## src/rtl/ush_pkg.sv

```systemverilog
package ush_pkg;

    localparam int HASH_W = 24;
    localparam int SIZE_W = 25;
    localparam int BYTE_W = 8;
    localparam int PROD_W = 2 * HASH_W;
    localparam int CNT_W  = $clog2(PROD_W);

    localparam logic [HASH_W-1:0] MULT_START = 24'd31415;
    localparam logic [HASH_W-1:0] MULT_STEP  = 24'd27183;

    localparam logic [SIZE_W-1:0] SIZE_RESET = 25'd1024;
    localparam logic [SIZE_W-1:0] SIZE_MIN   = 25'd2;
    localparam logic [SIZE_W-1:0] SIZE_MAX   = 25'd16777216;

    localparam logic [CNT_W-1:0]  CNT_LAST   = CNT_W'(PROD_W - 1);

    typedef enum logic [1:0] {
        ST_IDLE,
        ST_LOAD_H,
        ST_MOD_H,
        ST_MOD_M
    } state_t;

    typedef struct packed {
        logic                start;
        logic [PROD_W-1:0]   dividend;
        logic [SIZE_W-1:0]   divisor;
    } mod_req_t;

endpackage

```

## src/rtl/ush_mul.sv

```systemverilog
module ush_mul
(
    input  logic                         clk,
    input  logic                         en,
    input  logic [ush_pkg::HASH_W-1:0]   a,
    input  logic [ush_pkg::HASH_W-1:0]   b,
    output logic [ush_pkg::PROD_W-1:0]   product
);

    logic [ush_pkg::PROD_W-1:0] product_reg;

    always_ff @(posedge clk)
    begin
        if (en)
        begin
            product_reg <= ush_pkg::PROD_W'(a) * ush_pkg::PROD_W'(b);
        end
    end

    assign product = product_reg;

endmodule

```

## src/rtl/ush_mod.sv

```systemverilog
// Restoring remainder, one dividend bit per cycle, MSB first.
module ush_mod
(
    input  logic                         clk,
    input  logic                         rst_n,
    input  ush_pkg::mod_req_t            req,
    output logic                         done,
    output logic [ush_pkg::HASH_W-1:0]   remainder
);

    logic                         busy_reg;
    logic                         done_reg;
    logic [ush_pkg::CNT_W-1:0]    cnt_reg;
    logic [ush_pkg::PROD_W-1:0]   div_sr_reg;
    logic [ush_pkg::SIZE_W-1:0]   divisor_reg;
    logic [ush_pkg::HASH_W-1:0]   rem_reg;
    logic [ush_pkg::HASH_W-1:0]   rem_next;
    logic [ush_pkg::SIZE_W-1:0]   trial;

    always_comb
    begin
        trial = {rem_reg, div_sr_reg[ush_pkg::PROD_W-1]};
        if (trial >= divisor_reg)
        begin
            rem_next = ush_pkg::HASH_W'(trial - divisor_reg);
        end
        else
        begin
            rem_next = ush_pkg::HASH_W'(trial);
        end
    end

    always_ff @(posedge clk or negedge rst_n)
    begin
        if (!rst_n)
        begin
            busy_reg <= 1'b0;
            done_reg <= 1'b0;
            cnt_reg  <= '0;
        end
        else if (req.start)
        begin
            busy_reg <= 1'b1;
            done_reg <= 1'b0;
            cnt_reg  <= '0;
        end
        else if (busy_reg)
        begin
            cnt_reg <= cnt_reg + 1'b1;
            if (cnt_reg == ush_pkg::CNT_LAST)
            begin
                busy_reg <= 1'b0;
                done_reg <= 1'b1;
            end
        end
        else
        begin
            done_reg <= 1'b0;
        end
    end

    always_ff @(posedge clk)
    begin
        if (req.start)
        begin
            div_sr_reg  <= req.dividend;
            divisor_reg <= req.divisor;
            rem_reg     <= '0;
        end
        else if (busy_reg)
        begin
            div_sr_reg <= {div_sr_reg[ush_pkg::PROD_W-2:0], 1'b0};
            rem_reg    <= rem_next;
        end
    end

    assign done      = done_reg;
    assign remainder = rem_reg;

endmodule

```

## src/rtl/universal_string_hash_top.sv

```systemverilog
// Universal string hash: bytes arrive one per request on in_valid/in_ready;
// a zero byte ends the string and returns its hash on out_valid/out_ready,
// then the hash and multiplier restart (empty string hashes to 0). While
// a nonzero byte is hashed, in_ready stays low: one shared 24x24
// multiplier and one bit-serial remainder unit (a load and 48 shifts per
// reduction) handle first mult*hash+byte mod table_size, then
// mult*27183 mod (table_size-1). A zero byte needs no multiply or
// reduction. table_size (cfg_we/cfg_wdata, reset 1024) is clamped to
// 2..16777216 and may be written only while the block is idle.
module universal_string_hash_top
(
    input  logic                         clk,
    input  logic                         rst_n,
    input  logic                         cfg_we,
    input  logic [ush_pkg::SIZE_W-1:0]   cfg_wdata,
    input  logic                         in_valid,
    output logic                         in_ready,
    input  logic [ush_pkg::BYTE_W-1:0]   text_byte,
    output logic                         out_valid,
    input  logic                         out_ready,
    output logic [ush_pkg::HASH_W-1:0]   hash_value
);

    ush_pkg::state_t               state_reg;
    ush_pkg::state_t               state_next;
    logic [ush_pkg::SIZE_W-1:0]    size_reg;
    logic [ush_pkg::SIZE_W-1:0]    size_eff;
    logic [ush_pkg::SIZE_W-1:0]    mod_m;
    logic [ush_pkg::HASH_W-1:0]    hash_reg;
    logic [ush_pkg::HASH_W-1:0]    mult_reg;
    logic [ush_pkg::BYTE_W-1:0]    byte_reg;
    logic                          out_valid_reg;
    logic [ush_pkg::HASH_W-1:0]    hash_value_reg;

    logic                          accept;
    logic                          mul_en;
    logic [ush_pkg::HASH_W-1:0]    mul_b;
    logic [ush_pkg::PROD_W-1:0]    product;
    ush_pkg::mod_req_t             mod_req;
    logic                          rem_done;
    logic [ush_pkg::HASH_W-1:0]    remainder;

    always_comb
    begin
        if (size_reg < ush_pkg::SIZE_MIN)
        begin
            size_eff = ush_pkg::SIZE_MIN;
        end
        else if (size_reg > ush_pkg::SIZE_MAX)
        begin
            size_eff = ush_pkg::SIZE_MAX;
        end
        else
        begin
            size_eff = size_reg;
        end
        mod_m = size_eff - 1'b1;
    end

    assign in_ready = (state_reg == ush_pkg::ST_IDLE) && (!out_valid_reg || out_ready);
    assign accept   = in_valid && in_ready;

    always_comb
    begin
        state_next       = state_reg;
        mul_en           = 1'b0;
        mul_b            = hash_reg;
        mod_req.start    = 1'b0;
        mod_req.dividend = product + ush_pkg::PROD_W'(byte_reg);
        mod_req.divisor  = size_eff;
        case (state_reg)
            ush_pkg::ST_IDLE:
            begin
                if (accept && (text_byte != '0))
                begin
                    mul_en     = 1'b1;
                    state_next = ush_pkg::ST_LOAD_H;
                end
            end
            ush_pkg::ST_LOAD_H:
            begin
                mod_req.start = 1'b1;
                mul_en        = 1'b1;
                mul_b         = ush_pkg::MULT_STEP;
                state_next    = ush_pkg::ST_MOD_H;
            end
            ush_pkg::ST_MOD_H:
            begin
                if (rem_done)
                begin
                    mod_req.start    = 1'b1;
                    mod_req.dividend = product;
                    mod_req.divisor  = mod_m;
                    state_next       = ush_pkg::ST_MOD_M;
                end
            end
            ush_pkg::ST_MOD_M:
            begin
                if (rem_done)
                begin
                    state_next = ush_pkg::ST_IDLE;
                end
            end
            default:
            begin
                state_next = ush_pkg::ST_IDLE;
            end
        endcase
    end

    always_ff @(posedge clk or negedge rst_n)
    begin
        if (!rst_n)
        begin
            state_reg <= ush_pkg::ST_IDLE;
        end
        else
        begin
            state_reg <= state_next;
        end
    end

    always_ff @(posedge clk or negedge rst_n)
    begin
        if (!rst_n)
        begin
            size_reg      <= ush_pkg::SIZE_RESET;
            hash_reg      <= '0;
            mult_reg      <= ush_pkg::MULT_START;
            out_valid_reg <= 1'b0;
        end
        else
        begin
            if (cfg_we)
            begin
                size_reg <= cfg_wdata;
            end
            if (out_valid_reg && out_ready)
            begin
                out_valid_reg <= 1'b0;
            end
            if (accept && (text_byte == '0))
            begin
                out_valid_reg <= 1'b1;
                hash_reg      <= '0;
                mult_reg      <= ush_pkg::MULT_START;
            end
            if ((state_reg == ush_pkg::ST_MOD_H) && rem_done)
            begin
                hash_reg <= remainder;
            end
            if ((state_reg == ush_pkg::ST_MOD_M) && rem_done)
            begin
                mult_reg <= remainder;
            end
        end
    end

    always_ff @(posedge clk)
    begin
        if (accept)
        begin
            byte_reg <= text_byte;
            if (text_byte == '0)
            begin
                hash_value_reg <= hash_reg;
            end
        end
    end

    ush_mul u_mul
    (
        .clk     (clk),
        .en      (mul_en),
        .a       (mult_reg),
        .b       (mul_b),
        .product (product)
    );

    ush_mod u_mod
    (
        .clk       (clk),
        .rst_n     (rst_n),
        .req       (mod_req),
        .done      (rem_done),
        .remainder (remainder)
    );

    assign out_valid  = out_valid_reg;
    assign hash_value = hash_value_reg;

    a_busy_after_byte: assert property (@(posedge clk) disable iff (!rst_n)
        (accept && (text_byte != '0)) |=> !in_ready)
        else $error("in_ready high while a byte is being hashed");

    a_result_on_end: assert property (@(posedge clk) disable iff (!rst_n)
        (accept && (text_byte == '0)) |=>
            (out_valid && (hash_value == $past(hash_reg)) && (hash_reg == '0)))
        else $error("string end did not produce hash or reset state");

    a_done_in_mod: assert property (@(posedge clk) disable iff (!rst_n)
        rem_done |-> ((state_reg == ush_pkg::ST_MOD_H) || (state_reg == ush_pkg::ST_MOD_M)))
        else $error("remainder done outside a reduction step");

endmodule
```

## config.mk

```make
export PLATFORM = sky130hd
export DESIGN_NAME = universal_string_hash_top
export DESIGN_NICKNAME = d
export VERILOG_FILES = /design/src/rtl/ush_pkg.sv /design/src/rtl/ush_mul.sv /design/src/rtl/ush_mod.sv /design/src/rtl/universal_string_hash_top.sv
export SDC_FILE = /design/constraint.sdc
export NUM_CORES = 2
export LEC_CHECK = 0
export ABC_AREA = 1
export BUFFER_PORTS_ARGS = -buffer_cell sky130_fd_sc_hd__buf_2
export CELL_PAD_IN_SITES_DETAIL_PLACEMENT = 1
export CELL_PAD_IN_SITES_GLOBAL_PLACEMENT = 1
export CORE_MARGIN = 4
export CORE_UTILIZATION = 50
export DETAILED_ROUTE_END_ITERATION = 7
export PLACE_DENSITY = 0.79
export SLEW_MARGIN = 20
export SYNTH_ARGS = -nofsm -noshare
export SYNTH_HDL_FRONTEND = slang
export SYNTH_SLANG_ARGS = --single-unit
```

## constraint.sdc

```tcl
create_clock -name clk -period 8.65 [get_ports clk]
set_input_delay 1.73 -clock clk [delete_from_list [all_inputs] [get_ports clk]]
set_output_delay 1.73 -clock clk [all_outputs]
set_load 0.05 [all_outputs]
```

## Yosys cells after proc, flatten, opt, wreduce, memory -nomap -nowiden

Index checks and enable logic that the tools add are counted.

| operators by class | value |
|---|---|
| $add $sub $neg | 4 |
| multipliers | 1 |
| order comparisons | 3 |
| equality and inequality tests | 8 |
| muxes and demuxes | 29 |
| reduce and logical (&&, ||, !) cells | 18 |

Operators by type and width:

| cell | number |
|---|---|
| 24-bit two-way mux | 6 |
| 48-bit two-way mux | 2 |
| 74-bit two-way mux | 1 |
| 73-bit two-way mux | 1 |
| 25-bit two-way mux | 2 |
| 48-bit by 8-bit adder with 48-bit output | 1 |
| 24-bit by 24-bit multiplier with 48-bit output | 1 |
| 25-bit greater-or-equal comparator | 1 |
| 25-bit greater-than comparator (second input constant) | 1 |
| 25-bit by 2-bit less-than comparator with 1-bit output (second input constant) | 1 |
| 25-bit by 1-bit subtractor with 25-bit output (second input constant) | 1 |
| 24-bit subtractor | 1 |
| 6-bit two-way mux | 2 |
| 1-bit two-way mux | 9 |
| 8-bit zero test | 1 |
| 2-bit one-hot mux with 4 select lines | 1 |
| 2-bit nonzero test | 4 |
| 8-bit nonzero test | 1 |
| 1-bit logical AND | 7 |
| 6-bit by 1-bit adder with 6-bit output (second input constant) | 1 |
| 6-bit equality test (second input constant) | 1 |
| 2-bit two-way mux | 3 |
| 2-bit by 1-bit != test with 1-bit output (second input constant) | 3 |
| 2-bit equality test (second input constant) | 2 |
| 8 further kinds | 9 |

| storage, ports and cells | value |
|---|---|
| register bits | 261 |
| output and inout bits | 26 |

## Depth between registers and ports, before layout

| logic depth | value |
|---|---|
| depth after elaboration | 7 |
| depth in mapped cells | 34 |
| gate-level depth less buffers | 31 |

## Hierarchy

Synthesis repeated with hierarchy kept, for this count alone.

| unflattened totals | value |
|---|---|
| cells, all modules | 4592 |
| area total of the unflattened synthesis | 34943.5 µm² |

Modules (own cells, without submodules):

| module | instances | cells an instance | area each (µm²) | sequential area each (µm²) |
|---|---|---|---|---|
| ush_mul | 1 | 2924 | 22019.9 | 1441.4 |
| universal_string_hash_top | 1 | 839 | 6697.7 | 2877.8 |
| ush_mod | 1 | 829 | 6226.0 | 2872.8 |

## Worst setup path after synthesis

No wires, ideal clock.

| path | value |
|---|---|
| path kind | register -> register |
| start point | register state_reg[1] |
| end point | register u_mul.product_reg, in the netlist u_mul.product[37], data pin |
| library setup time | 0.265 ns |
| data arrival time | 6.649 ns |
| data required time | 8.385 ns |
| path slack | 1.736 ns |
| stages on the path, launching flop included | 31 |
| buffers on the path | 3 |
| period minus slack after synthesis | 6.914 ns |
| cells stage by stage | dfrtp_1 > inv_1 > ha_1 > buf_2 > buf_1 > nor2_1 > inv_1 > clkbuf_1 > nand2_1 > fa_1 > inv_1 > fa_1 > inv_1 > fa_1 > inv_1 > fa_1 > inv_1 > fa_1 > inv_1 > fa_1 > inv_1 > fa_1 > inv_1 > ha_1 > a21oi_1 > nand2_1 > a21oi_1 > o21ai_0 > a21oi_1 > o21ai_0 > xor2_1 |

| on the way | value |
|---|---|
| longest elaborated chain between the ends | 3 |

RTL lines:

| element | line | RTL |
|---|---|---|
| from (decl) | universal_string_hash_top.sv:24 | `ush_pkg::state_t state_reg;` |
| from (signal assigned) | universal_string_hash_top.sv:115 | `state_reg <= ush_pkg::ST_IDLE;` |
| from (signal assigned) | universal_string_hash_top.sv:119 | `state_reg <= state_next;` |
| 2-bit by 1-bit equality test with 1-bit output | universal_string_hash_top.sv:71 | `case (state_reg)` |
| 24-bit two-way mux | universal_string_hash_top.sv:71 |  |
| 24-bit by 24-bit multiplier with 48-bit output | ush_mul.sv:16 | `product_reg <= ush_pkg::PROD_W'(a) * ush_pkg::PROD_W'(b);` |
| to (signal assigned) | ush_mul.sv:16 |  |
| to (decl) | ush_mul.sv:10 | `logic [ush_pkg::PROD_W-1:0] product_reg;` |

No other way between the ends.
A chain may end at the register's enable or synchronous reset.

## Final worst setup path

| path | value |
|---|---|
| start point | register state_reg[1] |
| end point | register u_mul.product_reg, in the netlist u_mul.product[46], data pin |

Same word-level chain as after synthesis.

==> metrics.md <==
| Metric | Value |
|---|---|
| Post-CTS setup buffer count | 0 |
| Min-Delay Endpoint | hash_value[15]$_DFFE_PP_ |
| Crit-path slowest cell | clkinv_1 |
| R2R Path Start | state_reg[1]$_DFFE_PN0P_ |
| Logic pwr share | ~22% |
| Inserted Diodes | 0 |
| I/O pins | 64 |
| GPL Wtd Cong | roughly 0.98 |
| Max Slew Vio Count | 0 |
| NumNets Final | 4,691 |
| CTS sink cnt | between 200 and 300 |
| Mapped Cells | 3,913 |
| Failing checks | design-rule violations |
| Post-synthesis area per instance | 8.27 µm² |
| Cells resized by post-CTS repair | 0 |
| Final hold slack | 0.448 ns |
| Total gr overflow | 0 |
| H-tree levels | 1 |
| Root buf cell | clkbuf_16 |
| Via density | roughly 5.6 |
| DRC | 7 |
| Worst r2r path cells | 29 |
| Static Leak | 18.3 nW |
| Syn nets | 4,648 |
| Largest net degree at the start of global routing | 66 |
| Yosys reg bits | approximately 260 |
| Seq/Total Area, Yosys | between 20 and 25% |
| Fin crit share | around 93% |
| CTS tree | done |
| Final count of hold timing violations | 0 |
| Measured slew at the worst slew-check pin | 0.978 ns |
| Layout cells sized above 1 | between 6 and 7% |
| Cell area after synthesis | 0.0323 mm² |
| Cell internal pwr | 0.00238 W |
| Synth area leader | fa_1 |
| F_max | 0.124 GHz |
| Routed WL | 111 mm |
| Antenna-violating nets left | 0 |
| HP Class | reg2reg |
| Clock transition at the registers of the reported paths | 0.07 ns |
| CP endpoint kind | flop |
| Synth cell types | 56 |
| Setup tns final | 0 ns |
| Layout area overhead | 7.45% |
| Top cells by area, synth | fa_1, edfxtp_1, inv_1 |
| CP required | around 8.9 ns |
| Reg2reg setup slack | 0.60 ns |
| Clk pwr share | 35.8% |
| DRT iter0 DRCs | 1,794 |
| Top-area cell type share of the netlist area | 30.0% |
| First-pass GRT wire length | around 170 mm |
| Number of cell rows | 92 |
| WHS Path Cells | 0 |
| Critical path fanouts, max | 14 |
| Kind of cell adding the most delay to the critical path | adder cells |
| Num CTS Buffers | 28 |
| Switching Power | 0.00117 W |
| Tot Pwr | about 0.0036 W |
| Routed vias | 27,200 |
| WP buf/inv | 11 |
| Final core utilization | between 50% and 60% |
| Most frequent CP cell | inv_1 |
| DR pass1 iterations | 8 |
| DP HPWL | 90.9 mm |
| Initial Utilization | approximately half |
| Max-Slew Margin vs Limit | 34.7% |
| Min Tclk post-route | about 8.0 ns |
| Vias in the first global route | 29,500 |
| FFs w/ async S/R, synth | 32.2% |
| Peak VDD IR | roughly 0.00024 V |
| Core Footprint | ~0.064 mm² |
| CTS max path bufs | 3 |
| Skew final | 0.0662 ns |
| Hold-fix buffers at CTS | 0 |
| Startpoint types | flop |
| FF-to-FF End | u_mul.product[46]$_DFFE_PP_ |
| Routed wire length per instance | ~23 µm |
| Initial antenna violation count | 1 |
| Hold_sp | hash_reg[15]$_DFFE_PN0P_ |
| Crit Path Category | reg2reg |
| Fill cells | approximately 8,000 |
| Post-synth EDFFs | 153 |
| Most frequent cells in the layout | inv_1, nand2_1, nor2_1 |
| Net Sw Frac | 32.9% |
| Total GRT Usage | between 30% and 40% |
| WP data arrival | 8.34 ns |
| Unrepaired setup endpoints after global routing | no |
| Port bufs | 63 |
| Maxcap violations | 0 |
| Yosys warns | 0 |
| Commonest non-fill, non-tap cell in the layout | inv_1 |
| Latest clock arrival within the worst-skew pair | 0.61 ns |
| Outcome | finished with violations |
| Area of the die | 0.0688 mm² |
| Die height | 262 µm |
| Power Dens Cells | 102 mW/mm² |
| Final Setup Violations | 0 |
| Sequential Power Share | 41.9% |
| Die width | about 260 µm |
| Most common flop cell mapped by yosys | edfxtp_1 |
| Largest stage delay, worst path | approximately 0.53 ns |
-- synthesized netlist by cell type, types with 2 or more instances --
master,n
buf_4,2
mux2_2,13
ha_1,213
nand3_1,110
fa_1,484
a21oi_1,133
nor3_1,40
o21ai_2,2
nand3_2,2
buf_2,5
nor2_2,9
nand3b_1,2
xor2_1,60
nand2_1,777
o22ai_1,26
xnor2_1,31
a31o_2,2
nor4_1,13
dfrtp_1,72
buf_1,8
edfxtp_1,153
a21o_1,8
dfstp_2,12
clkbuf_1,110
dfxtp_1,24
inv_1,791
o211ai_1,3
o21ai_0,136
o41ai_1,4
nand2_2,8
nor2_1,534
o21ai_1,22
o31ai_1,2
nand4_1,35
o21a_1,8
inv_2,3
or2_2,8
a21boi_0,5
a31oi_1,7
clkinv_1,9
o21bai_1,8
buf_6,5
-- cells by family after synthesis --
group | Yosys count | share of synthesized area [%]
xor gates and xnor gates | 91 | 2.46
and+or+nand+nor | 1544 | 19.3
DFF | 261 | 22.2
buffers and inverters | 934 | 11.0
adders and majority gates | 697 | 38.2
muxes | 14 | 0.484
AOI/OAI and AO/OA | 372 | 6.36
-- power groups by stage --
stage	clock (W)	sequential, W	combinational (W)
global placement	0	0.00151	0.000754
finish	0.00127	0.00149	0.000795
global route	0.00134	0.00150	0.000892
floorplan	0	0.00146	0.000603
detailed placement	0	0.00151	0.000776
CTS	0.00129	0.00149	0.000790
-- worst max path at each step --
stage                     cells after the start                     start                           to  slack (ns)
after global routing                         26  state_reg[1]$_DFFE_PN0P_  u_mul.product[27]$_DFFE_PP_        0.39
after global placement                       26  state_reg[1]$_DFFE_PN0P_  u_mul.product[27]$_DFFE_PP_        1.00
after floorplan                              30  state_reg[1]$_DFFE_PN0P_  u_mul.product[37]$_DFFE_PP_        1.74
after detailed placement                     27  state_reg[1]$_DFFE_PN0P_  u_mul.product[37]$_DFFE_PP_        0.83
final                                        29  state_reg[1]$_DFFE_PN0P_  u_mul.product[46]$_DFFE_PP_        0.60
after CTS                                    26  state_reg[1]$_DFFE_PN0P_  u_mul.product[27]$_DFFE_PP_        0.75
-- stage by stage --
step / std cells / instance area [µm²] / setup slack, ns
final: 4824 / 34800 / 0.600
after global routing: 4824 / 34800 / 0.388
after CTS: 4824 / 34800 / 0.753
after detailed placement: 4772 / 33800 / 0.832
after global placement: 4772 / 33800 / 1.00
after floorplan: 3913 / 32300 / 1.74
-- final cells by class --
type	instances	area [µm²]	share of cell area, %
inverter	804	3020	8.69
timing repair buffer	143	918	2.64
clock inverter	17	213	0.612
multi-input combinational	2718	21600	62.2
tap	846	1060	3.05
clock buffer	35	737	2.12
sequential	261	7190	20.7
-- per-layer routing --
layer / global-route usage (%) / share of wire, %
met3: 5.54 / 7.6
met2: 53.2 / 47
met1: 42.6 / 41
met4: 10.8 / 4.4
met5: 0 / 0.014
-- worst reg2reg max path, delay by kind of cell, from the launching register on --
kind          cells  cell delay, ns
fa+ha+maj         9            3.87
xor+xnor          1            0.07
simple gates      8            1.50
flops             1            0.40
buf+inv          11            1.91
(Power assumes the default switching activity.)
